[src/rtl/core/lwnxdf_pkg.sv]
`timescale 1ns / 1ps

package lwnxdf_pkg;

    localparam logic [7:0] START_BYTE = 8'hAA;

    typedef enum logic [1:0] {
        PH_HUNT     = 2'd0,
        PH_FLAGS_LO = 2'd1,
        PH_FLAGS_HI = 2'd2,
        PH_BODY     = 2'd3
    } phase_t;

    typedef enum logic [1:0] {
        ST_COLLECT  = 2'd0,
        ST_GOOD     = 2'd1,
        ST_CRC_BAD  = 2'd2,
        ST_TOO_LONG = 2'd3
    } status_t;

    // One result item, as produced by the parser and held in the output stage
    typedef struct packed {
        logic [9:0] payload_length;
        logic       write_flag;
        logic [7:0] command_id;
        logic       in_packet;
        logic [9:0] byte_position;
        logic [7:0] echo_byte;
        logic       command_match;
        status_t    status;
    } result_t;

    // CRC-16/XMODEM, poly 0x1021, one byte per call (nibble-folded form)
    function automatic logic [15:0] crc_feed(input logic [15:0] crc, input logic [7:0] b);
        logic [7:0] c;
        c = crc[15:8] ^ b;
        c = c ^ (c >> 4);
        return {crc[7:0], 8'h00} ^ {8'h00, c} ^ {3'b000, c, 5'b00000} ^ {c[3:0], 12'h000};
    endfunction

endpackage

[src/rtl/core/lwnxdf_parser.sv]
`timescale 1ns / 1ps

module lwnxdf_parser
    import lwnxdf_pkg::*;
#(
    parameter int unsigned MAX_PAYLOAD = 1019
) (
    input  logic          aclk,
    input  logic          aresetn,
    input  logic          step,
    input  logic [7:0]    rx_byte,
    input  logic [7:0]    wanted_command,
    output result_t       result
);

    phase_t      phase_reg,      phase_next;
    logic [7:0]  flags_low_reg,  flags_low_next;
    logic [10:0] bytes_left_reg, bytes_left_next;
    logic [9:0]  position_reg,   position_next;
    logic [15:0] crc_reg,        crc_next;
    logic [7:0]  crc_low_reg,    crc_low_next;
    logic [7:0]  command_reg,    command_next;
    logic        write_reg,      write_next;
    logic [9:0]  length_reg,     length_next;

    logic [10:0] left;
    logic [15:0] crc_in;
    logic [15:0] crc_upd;
    logic [15:0] crc_got;

    // one CRC update shared by every phase that feeds a byte
    assign crc_in  = (phase_reg == PH_HUNT) ? 16'h0000 : crc_reg;
    assign crc_upd = crc_feed(crc_in, rx_byte);
    assign crc_got = {rx_byte, crc_low_reg};

    always_comb begin
        logic [10:0] tot;
        phase_next      = phase_reg;
        flags_low_next  = flags_low_reg;
        bytes_left_next = bytes_left_reg;
        position_next   = position_reg;
        crc_next        = crc_reg;
        crc_low_next    = crc_low_reg;
        command_next    = command_reg;
        write_next      = write_reg;
        length_next     = length_reg;
        left            = bytes_left_reg;
        tot             = {1'b0, rx_byte, flags_low_reg[7:6]} + 11'd2;

        result.status        = ST_COLLECT;
        result.command_match = 1'b0;
        result.echo_byte     = rx_byte;
        result.byte_position = 10'd0;
        result.in_packet     = 1'b1;

        unique case (phase_reg)
            PH_HUNT: begin
                command_next = 8'h00;
                write_next   = 1'b0;
                length_next  = 10'd0;
                if (rx_byte == START_BYTE) begin
                    crc_next   = crc_upd;
                    phase_next = PH_FLAGS_LO;
                end else begin
                    result.in_packet = 1'b0;
                end
            end
            PH_FLAGS_LO: begin
                flags_low_next       = rx_byte;
                crc_next             = crc_upd;
                result.byte_position = 10'd1;
                phase_next           = PH_FLAGS_HI;
            end
            PH_FLAGS_HI: begin
                result.byte_position = 10'd2;
                crc_next             = crc_upd;
                length_next          = {rx_byte, flags_low_reg[7:6]};
                write_next           = flags_low_reg[0];
                bytes_left_next      = tot;
                position_next        = 10'd3;
                if (tot > 11'(MAX_PAYLOAD)) begin
                    result.status = ST_TOO_LONG;
                    phase_next    = PH_HUNT;
                end else begin
                    phase_next    = PH_BODY;
                end
            end
            PH_BODY: begin
                result.byte_position = position_reg;
                if (position_reg == 10'd3) begin
                    command_next = rx_byte;
                end
                if (bytes_left_reg != 11'd0) begin
                    left = bytes_left_reg - 11'd1;
                end
                bytes_left_next = left;
                position_next   = position_reg + 10'd1;
                if (left >= 11'd2) begin
                    crc_next = crc_upd;
                end else if (left == 11'd1) begin
                    crc_low_next = rx_byte;
                end else begin
                    // last CRC byte: check against the running value
                    if (crc_got == crc_reg) begin
                        result.status        = ST_GOOD;
                        result.command_match = (command_next == wanted_command);
                    end else begin
                        result.status = ST_CRC_BAD;
                    end
                    phase_next = PH_HUNT;
                end
            end
        endcase

        result.command_id     = command_next;
        result.write_flag     = write_next;
        result.payload_length = length_next;
    end

    always_ff @(posedge aclk) begin
        if (!aresetn) begin
            phase_reg      <= PH_HUNT;
            flags_low_reg  <= 8'h00;
            bytes_left_reg <= 11'd0;
            position_reg   <= 10'd0;
            crc_reg        <= 16'h0000;
            crc_low_reg    <= 8'h00;
            command_reg    <= 8'h00;
            write_reg      <= 1'b0;
            length_reg     <= 10'd0;
        end else if (step) begin
            phase_reg      <= phase_next;
            flags_low_reg  <= flags_low_next;
            bytes_left_reg <= bytes_left_next;
            position_reg   <= position_next;
            crc_reg        <= crc_next;
            crc_low_reg    <= crc_low_next;
            command_reg    <= command_next;
            write_reg      <= write_next;
            length_reg     <= length_next;
        end
    end

    // a packet may only leave the body phase on its last CRC byte
    property p_body_exit;
        @(posedge aclk) disable iff (!aresetn)
            (step && phase_reg == PH_BODY && phase_next == PH_HUNT)
                |-> (bytes_left_reg <= 11'd1);
    endproperty
    a_body_exit: assert property (p_body_exit) else $error("body left early");

    property p_match_good;
        @(posedge aclk) disable iff (!aresetn)
            result.command_match |-> (result.status == ST_GOOD);
    endproperty
    a_match_good: assert property (p_match_good) else $error("match on bad packet");

    property p_hold;
        @(posedge aclk) disable iff (!aresetn)
            !step |=> $stable(phase_reg) && $stable(crc_reg);
    endproperty
    a_hold: assert property (p_hold) else $error("state moved without a transaction");

endmodule

[src/rtl/core/lwnx_packet_deframer_crc16_unit.sv]
`timescale 1ns / 1ps

// Byte-stream packet deframer with CRC-16/XMODEM check. One received byte per
// transaction on s_; every byte yields exactly one result on m_, registered
// first in the input register and then in the output register, where it
// waits while m_ is stalled. Throughput is one byte per cycle while m_ is not
// stalled: the parser's state registers update once per accepted byte. Packets
// start with 0xAA, carry a little-endian flags word (bit 0 write flag, bits
// 15..6 payload length), the payload and a little-endian CRC; packets whose
// length plus two exceeds MAX_PAYLOAD are reported as too long at the second
// flags byte. wanted_command is written through cfg_; the user must write it
// only while the block is idle, as the block itself does not enforce this.
module lwnx_packet_deframer_crc16_unit
    import lwnxdf_pkg::*;
#(
    parameter int unsigned MAX_PAYLOAD = 1019
) (
    input  logic        aclk,
    input  logic        aresetn,
    // rx_byte[7:0]
    input  logic [7:0]  s_tdata,
    input  logic        s_tvalid,
    output logic        s_tready,
    // status[1:0], command_match[2], echo_byte[10:3], byte_position[20:11],
    // in_packet[21], command_id[29:22], write_flag[30], payload_length[40:31]
    output logic [47:0] m_tdata,
    output logic        m_tvalid,
    input  logic        m_tready,
    input  logic [7:0]  cfg_data,
    input  logic        cfg_valid,
    output logic        cfg_ready
);

    logic       in_valid_reg;
    logic [7:0] in_byte_reg;
    logic       out_valid_reg;
    result_t    out_reg;
    logic [7:0] wanted_reg;
    logic       advance;
    result_t    result;

    assign cfg_ready = 1'b1;
    assign advance   = in_valid_reg && (!out_valid_reg || m_tready);
    assign s_tready  = !in_valid_reg || advance;

    always_ff @(posedge aclk) begin
        if (!aresetn) begin
            wanted_reg <= 8'h00;
        end else if (cfg_valid) begin
            wanted_reg <= cfg_data;
        end
    end

    always_ff @(posedge aclk) begin
        if (!aresetn) begin
            in_valid_reg <= 1'b0;
        end else if (s_tready) begin
            in_valid_reg <= s_tvalid;
        end
    end

    always_ff @(posedge aclk) begin
        if (s_tvalid && s_tready) begin
            in_byte_reg <= s_tdata;
        end
    end

    lwnxdf_parser #(
        .MAX_PAYLOAD(MAX_PAYLOAD)
    ) u_parser (
        .aclk          (aclk),
        .aresetn       (aresetn),
        .step          (advance),
        .rx_byte       (in_byte_reg),
        .wanted_command(wanted_reg),
        .result        (result)
    );

    always_ff @(posedge aclk) begin
        if (!aresetn) begin
            out_valid_reg <= 1'b0;
        end else if (!out_valid_reg || m_tready) begin
            out_valid_reg <= in_valid_reg;
        end
    end

    always_ff @(posedge aclk) begin
        if (advance) begin
            out_reg <= result;
        end
    end

    assign m_tvalid = out_valid_reg;
    assign m_tdata  = {7'b0000000, out_reg.payload_length, out_reg.write_flag,
                       out_reg.command_id, out_reg.in_packet, out_reg.byte_position,
                       out_reg.echo_byte, out_reg.command_match, out_reg.status};

    // the input stage must not drop a byte while the output is stalled
    property p_in_hold;
        @(posedge aclk) disable iff (!aresetn)
            (in_valid_reg && !advance) |=> (in_valid_reg && $stable(in_byte_reg));
    endproperty
    a_in_hold: assert property (p_in_hold) else $error("input stage lost a byte");

    property p_out_load;
        @(posedge aclk) disable iff (!aresetn)
            advance |=> out_valid_reg;
    endproperty
    a_out_load: assert property (p_out_load) else $error("result not loaded");

    property p_hunt_pos;
        @(posedge aclk) disable iff (!aresetn)
            (out_valid_reg && !out_reg.in_packet) |->
                (out_reg.byte_position == 10'd0 && out_reg.command_id == 8'h00);
    endproperty
    a_hunt_pos: assert property (p_hunt_pos) else $error("hunting result has packet fields");

endmodule

[config.mk]
export PLATFORM = sky130hd
export DESIGN_NAME = lwnx_packet_deframer_crc16_unit
export DESIGN_NICKNAME = d
export VERILOG_FILES = /design/src/rtl/core/lwnxdf_pkg.sv /design/src/rtl/core/lwnxdf_parser.sv /design/src/rtl/core/lwnx_packet_deframer_crc16_unit.sv
export SDC_FILE = /design/constraint.sdc
export NUM_CORES = 1
export LEC_CHECK = 0
export BUFFER_PORTS_ARGS = -buffer_cell sky130_fd_sc_hd__buf_4
export CAP_MARGIN = 0
export CORE_ASPECT_RATIO = 1.4
export CORE_MARGIN = 2
export CORE_UTILIZATION = 33
export CTS_CLUSTER_DIAMETER = 30
export CTS_CLUSTER_SIZE = 10
export DETAILED_ROUTE_END_ITERATION = 16
export HOLD_SLACK_MARGIN = 0.02
export PLACE_DENSITY = 0.54
export SYNTH_ARGS = -nofsm -noshare
export SYNTH_HDL_FRONTEND = slang
export SYNTH_SLANG_ARGS = --single-unit
[constraint.sdc]
create_clock -name aclk -period 5.7 [get_ports aclk]
set_input_delay 0.57 -clock aclk [delete_from_list [all_inputs] [get_ports aclk]]
set_output_delay 0.57 -clock aclk [all_outputs]
set_load 0.05 [all_outputs]
==> impl_metrics.tcl, run 1 <==
set metrics [dict create \
    final_area_sq_um 7740 \
    synth_compound_area_frac 0.106 \
    areaGrowthSynthToFinish_pct 18.1 \
    synth_area_leader_cell "dfxtp_1" \
    hold_buffers 0 \
    synthSimpleGateAreaFrac 0.190 \
    min_period_ps 3670 \
    die_x_um 123 \
    yosysSeqAreaShare 0.466 \
    critPathLaunchType "register" \
    wl_um 15800 \
    cts_buffer_depth 2 \
    dp_cells 932 \
    crit_family "compound AO/OA/AOI/OAI gates" \
    r2r_start "in_byte_reg[4]$_DFFE_PP_" \
    drt_iter0_drc 276 \
    grt_usage 0.158 \
    antenna_found_initial 0 \
    worstMarginPinSlew_ps 1040 \
    synth_top_family_by_area "simple AND/OR/NAND/NOR gates" \
    synth_mux_area_frac 0.0811 \
    synthXorXnorAreaFrac 0.0908 \
    slowest_stage "o41ai_1" \
    power.leakage_nw 2.94 \
    dieArea_sq_um 21000 \
    r2r_setup_slack_ps 2030 \
    crit_chain "nand4bb_1 -> o41ai_1 -> nand2_1 -> a31oi_4 -> mux2i_1 -> nor2_1" \
    cts.repair.resized 0 \
    finalHoldViolCount 0 \
    critPathBufInv 0 \
    cts_buffers 17 \
    ios 72 \
    power_density_nw_per_um2 284 \
    ant_nets 0 \
    final.setup_skew_ps 7.64 \
    ys_ff_latch 128 \
    period_share 0.644 \
    largest_reg_flops 41 \
    holdPathStages 1 \
    r2r-end "u_parser.crc_reg[13]$_SDFFE_PN0P_" \
    overflow 0 \
    nets 731 \
    critPathMaxStageDelay_ps 930 \
    initial_core_util 0.333 \
    end_kind "register" \
    irDropWorstVdd_uv 186 \
    min_to "in_byte_reg[1]$_DFFE_PP_" \
    multiInputGateArea_sq_um 3250 \
    num_vias 4793 \
    regArea_sq_um 3050 \
    io_buffers 63 \
    synth-edff-count 49 \
    grt_pass1_wl_um 25600 \
    critical_path_class "register to register" \
    grt_busiest_layer "met2" \
    syn-instance-count 653 \
    cts.sink_count 128 \
    grt_max_degree 74 \
    synth_area_leaders "dfxtp_1 (24%), edfxtp_1 (22%), mux2i_1 (7.9%)" \
    core.rowCount 61 \
    critPathMaxFanout 25 \
    crit_required_ps 5970 \
    core_sq_um 19700 \
    root_buffer "clkbuf_16" \
    gp_congestion 0.888 \
    drc 0 \
    htree_levels 4 \
    grt_pass1_vias 4816 \
    synth_fa_ha_area_frac 0.0210 \
    max_slew_margin 0.298 \
    met3_usage 0.0267 \
    async_flop_share 0 \
    die_h_um 171 \
    reg2regPathDepth 6 \
    wl_per_cell_um 16.4 \
    syn_area_per_cell_sq_um 10.0 \
    maxCapViolCount 0 \
    ys_types 63 \
    dpl.hpwl_um 10800 \
    place_area_sq_um 7180 \
    post_cts_buffers 0 \
    antenna_cells 0 \
    drt_pass1_iterations 5 \
    cp.arrival_ps 3940 \
    worstHoldStart "s_tdata[1]" \
    rsz0062_at_grt "false" \
    nFillCells 1954 \
    ys.flop_type "dfxtp_1" \
    finalSetupViolations 0 \
    fin_setup_tns_ps 0 \
    worst-path-stages 6 \
    slew_violations 0 \
    syn_area_sq_um 6560 \
    path_clk_slew_ps 60 \
    holdCritPathClass "input pin to register" \
    outcome "completed" \
    use_met1 0.189 \
    cts_tree "yes" \
    drive_gt1_frac 0.191 \
    yosysWarnings 0 \
    stdcell_count 964 \
    viasPerCell 4.97 \
    use_met2 0.282 \
    synth_top_area_frac 0.241 \
    clk_latency_ps 410 \
    max_freq_mhz 272 \
]
==> cell usage after synthesis, types with 3 or more instances <==
cell / instances
nand4_1: 6
nand3_1: 19
a22o_1: 6
nor2_1: 76
clkbuf_1: 24
nor3_1: 6
dfxtp_1: 79
a211oi_1: 6
nand2_1: 38
xor2_1: 24
buf_4: 8
and3_1: 7
o211ai_1: 4
xnor2_1: 44
buf_2: 5
o21ai_0: 27
o22ai_1: 3
nand2b_1: 13
ha_1: 11
nor2_2: 9
nor2b_1: 14
edfxtp_1: 49
nor4_1: 8
mux2i_1: 52
inv_1: 9
a21oi_1: 20
buf_6: 4
or3_1: 5
nor3b_1: 4
buf_1: 9
and2_1: 10
a31oi_1: 4
a211oi_2: 9
==> how the worst max path moves through the flow <==
| stage | startpoint | to | slack [ps] |
|---|---|---|---|
| 4_1_cts | in_byte_reg[2]$_DFFE_PP_ | u_parser.crc_reg[15]$_SDFFE_PN0P_ | 2000 |
| 3_3_place_gp | in_byte_reg[2]$_DFFE_PP_ | u_parser.crc_reg[12]$_SDFFE_PN0P_ | 1950 |
| 3_5_place_dp | in_byte_reg[2]$_DFFE_PP_ | u_parser.crc_reg[13]$_SDFFE_PN0P_ | 2040 |
| 6_report | in_byte_reg[4]$_DFFE_PP_ | u_parser.crc_reg[13]$_SDFFE_PN0P_ | 2030 |
| 2_1_floorplan | m_tvalid$_SDFFE_PN0P_ | u_parser.length_reg[7]$_SDFFE_PN0P_ | 2860 |
| 5_1_grt | in_byte_reg[2]$_DFFE_PP_ | u_parser.crc_reg[15]$_SDFFE_PN0P_ | 1840 |
==> cell usage in the layout, fill, tap and decap left out, types with 7 or more instances in the layout <==
| cell type | instances |
|---|---|
| mux2i_1 | 52 |
| nor2_2 | 9 |
| dfxtp_1 | 79 |
| o21ai_0 | 26 |
| ha_1 | 11 |
| nor4_1 | 8 |
| inv_1 | 8 |
| nand3_1 | 19 |
| nor2b_1 | 13 |
| and3_1 | 7 |
| edfxtp_1 | 49 |
| xor2_1 | 24 |
| and2_1 | 10 |
| a211oi_2 | 9 |
| nor2_1 | 76 |
| clkbuf_16 | 17 |
| nand2_1 | 38 |
| nand2b_1 | 13 |
| xnor2_1 | 44 |
| a21oi_1 | 20 |
| conb_1 | 8 |
| buf_4 | 71 |
==> logic make-up after synthesis <==
| family | count (synthesis) |
|---|---|
| XOR/XNOR | 68 |
| AND/OR/NAND/NOR | 234 |
| multiplexers | 53 |
| AO/OA/AOI/OAI | 98 |
| buffers and inverters | 59 |
| adder cells (fa/ha/maj) | 11 |
| flip-flops | 128 |
| other | 2 |
==> cell type report <==
type                            count  share of cell area
Multi-Input combinational cell    472               0.419
Sequential cell                   128               0.394
Timing Repair Buffer               71              0.0688
Clock buffer                       18              0.0554
Tap cell                          252              0.0407
Clock inverter                     14              0.0171
Inverter                            9             0.00436
==> per-stage QoR <==
step / hold WS [ps] / total power [mW] / utilization / setup WS [ps]
2_1_floorplan: 437 / 1.13 / - / 2860
3_3_place_gp: 461 / 1.17 / 0.365 / 1950
3_5_place_dp: 460 / 1.18 / 0.365 / 2040
4_1_cts: 315 / 2.22 / 0.393 / 2000
5_1_grt: 313 / 2.27 / 0.393 / 1840
6_report: 329 / 2.20 / 0.393 / 2030
==> power by group <==
| group | internal [mW] | leakage, nW | total [mW] | switching, mW |
|---|---|---|---|---|
| Combinational | 0.0539 | 1.57 | 0.166 | 0.112 |
| Sequential | 0.969 | 1.11 | 0.988 | 0.0193 |
| Clock | 0.606 | 0.262 | 1.04 | 0.435 |
| Total | 1.63 | 2.94 | 2.20 | 0.566 |
==> layer usage <==
layer / vias up / wire length, um
met3: 14 / 436
met5: - / 0
met1: 2318 / 6780
met4: 0 / 231
li1: 2383 / -
met2: 78 / 8350
Power figures use the tool's default switching activity.
==> inputs of run 2 (changes only) <==
- clock period: 5.7 -> 3.8 ns (I/O delays scaled with it)
==> impl_metrics.tcl, run 2 (synthesis results as in run 1) <==
set metrics [dict create \
    outcome "completed" \
    nets 741 \
    initial_core_util 0.333 \
    wl_um 16100 \
    cts.repair.resized 0 \
    cts_buffers 17 \
    ios 72 \
    period_share 0.832 \
    finalHoldViolCount 0 \
    overflow 0 \
    cp.arrival_ps 3490 \
    power.leakage_nw 3.04 \
    io_buffers 63 \
    die_h_um 171 \
    stdcell_count 974 \
    slew_violations 0 \
    antenna_found_initial 0 \
    clk_latency_ps 410 \
    cts.sink_count 128 \
    maxCapViolCount 0 \
    critPathMaxFanout 18 \
    wl_per_cell_um 16.5 \
    drive_gt1_frac 0.202 \
    core.rowCount 61 \
    power_density_nw_per_um2 438 \
    mostFrequentLayoutCells "buf_4 (81), dfxtp_1 (79), nor2_1 (76)" \
    gp_congestion 0.824 \
    post_cts_buffers 0 \
    max_slew_margin 0.341 \
    critical_path_class "register to register" \
    core_sq_um 19700 \
    drt_pass1_iterations 4 \
    cts_tree "yes" \
    viasPerCell 4.96 \
    rsz0062_at_grt "false" \
    grt_pass1_wl_um 25600 \
    max_freq_mhz 316 \
    drc 0 \
    min_period_ps 3160 \
    holdCritPathClass "input pin to register" \
    dp_cells 942 \
    ant_nets 0 \
    end_kind "register" \
    irDropWorstVdd_uv 276 \
    root_buffer "clkbuf_16" \
    dieArea_sq_um 21000 \
    antenna_cells 0 \
    cts_buffer_depth 2 \
    critPathLaunchType "register" \
    dpl.hpwl_um 11200 \
    largest_reg_flops 41 \
    grt_max_degree 55 \
    grt_usage 0.158 \
    fin_setup_tns_ps 0 \
    drt_iter0_drc 233 \
    areaGrowthSynthToFinish_pct 20.2 \
    num_vias 4828 \
    crit_required_ps 4130 \
    grt_pass1_vias 4763 \
    finalSetupViolations 0 \
    final.setup_skew_ps 9.05 \
    worstMarginPinSlew_ps 987 \
    final_common_cell "buf_4" \
    path_clk_slew_ps 60 \
    htree_levels 4 \
    hold_buffers 0 \
    die_x_um 123 \
]
==> run 2: report_power, final <==
group / internal, mW / switching, mW / total, mW
Clock: 1.06 / 0.649 / 1.71
Combinational: 0.0850 / 0.188 / 0.273
Sequential: 1.45 / 0.0132 / 1.47
==> run 2: critical path, cell delays in order, from the launching register on <==
cell,delay (ps)
dfxtp_1,400
inv_1,140
ha_1,230
or3b_1,510
a211oi_1,330
a21oi_2,90
o2111a_2,210
a31oi_4,650
buf_4,280
nor2_2,50
a211oi_2,190
==> run 2: path summary, 6_finish.rpt <==
path,from,endpoint,slack [ps],cells after the start
setup / recovery,u_parser.bytes_left_reg[1]$_SDFFE_PN0P_,u_parser.crc_reg[4]$_SDFFE_PN0P_,640,10
hold / removal,s_tdata[5],in_byte_reg[5]$_DFFE_PP_,150,1
setup reg to reg,u_parser.bytes_left_reg[1]$_SDFFE_PN0P_,u_parser.crc_reg[4]$_SDFFE_PN0P_,640,10
hold reg to reg,u_parser.flags_low_reg[0]$_SDFFE_PN0P_,u_parser.flags_low_reg[0]$_SDFFE_PN0P_,470,2
==> run 2: per-layer routing <==
layer  global-route usage  vias up  part of all wire
li1                     -     2395                 -
met1                0.185     2329              0.42
met2                0.287       86              0.54
met3               0.0267       18             0.025
met4               0.0524        0             0.020
met5                    0        -                 0
==> run 2: through the flow <==
stage	power, mW	hold slack, ps	instance area (sq um)	util	setup WS (ps)
2_1_floorplan	1.69	437	6580	-	958
3_3_place_gp	1.77	453	7260	0.369	786
3_5_place_dp	1.77	457	7260	0.369	678
4_1_cts	3.49	131	7880	0.400	648
5_1_grt	3.56	128	7880	0.400	421
6_report	3.45	150	7880	0.400	638
==> run 2: layout make-up <==
type	count	area [sq um]
fillers	1942	11800
multi-input cells	472	3250
flip-flops and latches	128	3050
repair buffers	81	608
clock buffers	20	479
well taps	252	315
clock inverters	12	145
inverters	9	33.8
==> inputs of run 3 (changes only) <==
- PLACE_DENSITY: 0.54 -> 0.56
- clock period: 3.8 -> 2.8 ns (I/O delays scaled with it)
==> impl_metrics.tcl, run 3 (synthesis results as in run 1) <==
set metrics [dict create \
    outcome "completed" \
    cts_tree "yes" \
    power.leakage_nw 3.13 \
    p_comb_frac 0.077 \
    seq_power_share 0.420 \
    core_sq_um 19700 \
    slew_violations 0 \
    cts_buffer_depth 2 \
    finalSetupViolations 0 \
    grt_pass1_vias 4907 \
    drt_iter0_drc 277 \
    wl_um 16200 \
    power_mw 4.75 \
    final.setup_skew_ps 11.1 \
    largest_reg_flops 41 \
    areaGrowthSynthToFinish_pct 23.3 \
    critPathLaunchType "register" \
    core.rowCount 61 \
    swShare 0.246 \
    grt_pass1_wl_um 25500 \
    nets 756 \
    power_density_nw_per_um2 588 \
    min_period_ps 2690 \
    die_x_um 123 \
    period_share 0.959 \
    wl_per_cell_um 16.3 \
    crit_family "simple AND/OR/NAND/NOR gates" \
    antenna_cells 0 \
    stdcell_count 989 \
    ant_nets 0 \
    cp_common_cell "buf_4" \
    root_buffer "clkbuf_16" \
    viasPerCell 4.99 \
    postLayoutCoreUtil 0.411 \
    dpl.hpwl_um 11400 \
    slowest_stage "or4_4" \
    clk_latency_ps 420 \
    critPathMaxFanout 12 \
    io_buffers 63 \
    crit_chain "buf_4 -> or4_4 -> nor2_1 -> mux2i_2 -> o2111a_2 -> a31oi_4 -> buf_4 -> clkbuf_16 -> nor2_2 -> a211oi_2" \
    maxCapViolCount 0 \
    critPathBufInv 3 \
    fin_setup_tns_ps 0 \
    finalHoldViolCount 0 \
    htree_levels 4 \
    cts.sink_count 128 \
    dieArea_sq_um 21000 \
    drive_gt1_frac 0.225 \
    max_slew_margin 0.449 \
    grt_max_degree 55 \
    hold_buffers 0 \
    final_common_cell "buf_4" \
    die_h_um 171 \
    grt_usage 0.158 \
    holdPathStages 1 \
    critPathMaxStageDelay_ps 590 \
    drt_pass1_iterations 4 \
    antenna_found_initial 0 \
    crit_required_ps 3070 \
    critical_path_class "register to register" \
    cp.arrival_ps 2950 \
    p_switching_mw 1.17 \
    holdCritPathClass "input pin to register" \
    intPower_mw 3.59 \
    worstMarginPinSlew_ps 825 \
    overflow 0 \
    reg2regPathDepth 10 \
    p_clk_frac 0.502 \
    drc 0 \
    rsz0062_at_grt "true" \
    cts_buffers 17 \
    end_kind "register" \
    gp_congestion 0.838 \
    ios 72 \
    mostFrequentLayoutCells "buf_4 (93), dfxtp_1 (79), nor2_1 (76)" \
    irDropWorstVdd_uv 425 \
    initial_core_util 0.333 \
    dp_cells 955 \
    num_vias 4933 \
    worst-path-stages 10 \
    max_freq_mhz 372 \
    path_clk_slew_ps 60 \
]
-- run 3: final timing paths --
kind / startpoint / to / slack [ps]
max reg2reg: u_parser.bytes_left_reg[0]$_SDFFE_PN0P_ / u_parser.crc_reg[1]$_SDFFE_PN0P_ / 110
min reg2reg: u_parser.flags_low_reg[0]$_SDFFE_PN0P_ / u_parser.flags_low_reg[0]$_SDFFE_PN0P_ / 470
min: s_tdata[2] / in_byte_reg[2]$_DFFE_PP_ / 40
max: u_parser.bytes_left_reg[0]$_SDFFE_PN0P_ / u_parser.crc_reg[1]$_SDFFE_PN0P_ / 110
-- run 3: layout make-up --
class | count | area, sq um
clock buffer | 21 | 504
clock inverter | 11 | 139
fill | 1922 | 11600
inverter | 9 | 33.8
multi-input combinational | 472 | 3280
sequential | 128 | 3050
tap | 252 | 315
timing repair buffer | 96 | 763
-- run 3: power groups by stage --
stage	sequential (mW)	clock [mW]	combinational, mW
after floorplan	2.11	0	0.176
after global placement	2.04	0	0.368
after detailed placement	2.04	0	0.370
after CTS	2.00	2.43	0.371
after global routing	2.00	2.50	0.389
final	2.00	2.39	0.368
-- run 3: routing by layer --
layer	track usage	up-vias	routed length, um
li1	-	2432	-
met3	0.0313	22	520
met5	0	-	0
met2	0.280	96	8500
met4	0.0746	0	430
met1	0.180	2383	6710
-- run 3: worst reg2reg max path, stage by stage, from the launching register on --
cell and delay (ps):
dfxtp_1 320, buf_4 170, or4_4 590, nor2_1 170, mux2i_2 340, o2111a_2 330, a31oi_4 120, buf_4 180
clkbuf_16 170, nor2_2 100, a211oi_2 50
-- run 3: timing repair --
action	4_1_cts	5_1_grt
gates resized for setup	0	6
setup buffers	0	1
endpoints found under the setup margin	0	10
-- run 3: stage by stage --
stage | hold slack [ps] | worst slack, ps | instance area (sq um)
after floorplan | 379 | 174 | 6580
final | 42.1 | 115 | 8080
after global placement | 452 | 215 | 7380
after CTS | 25.1 | 78.9 | 8020
after detailed placement | 459 | 84.6 | 7380
after global routing | 28.4 | -0.180 | 8080
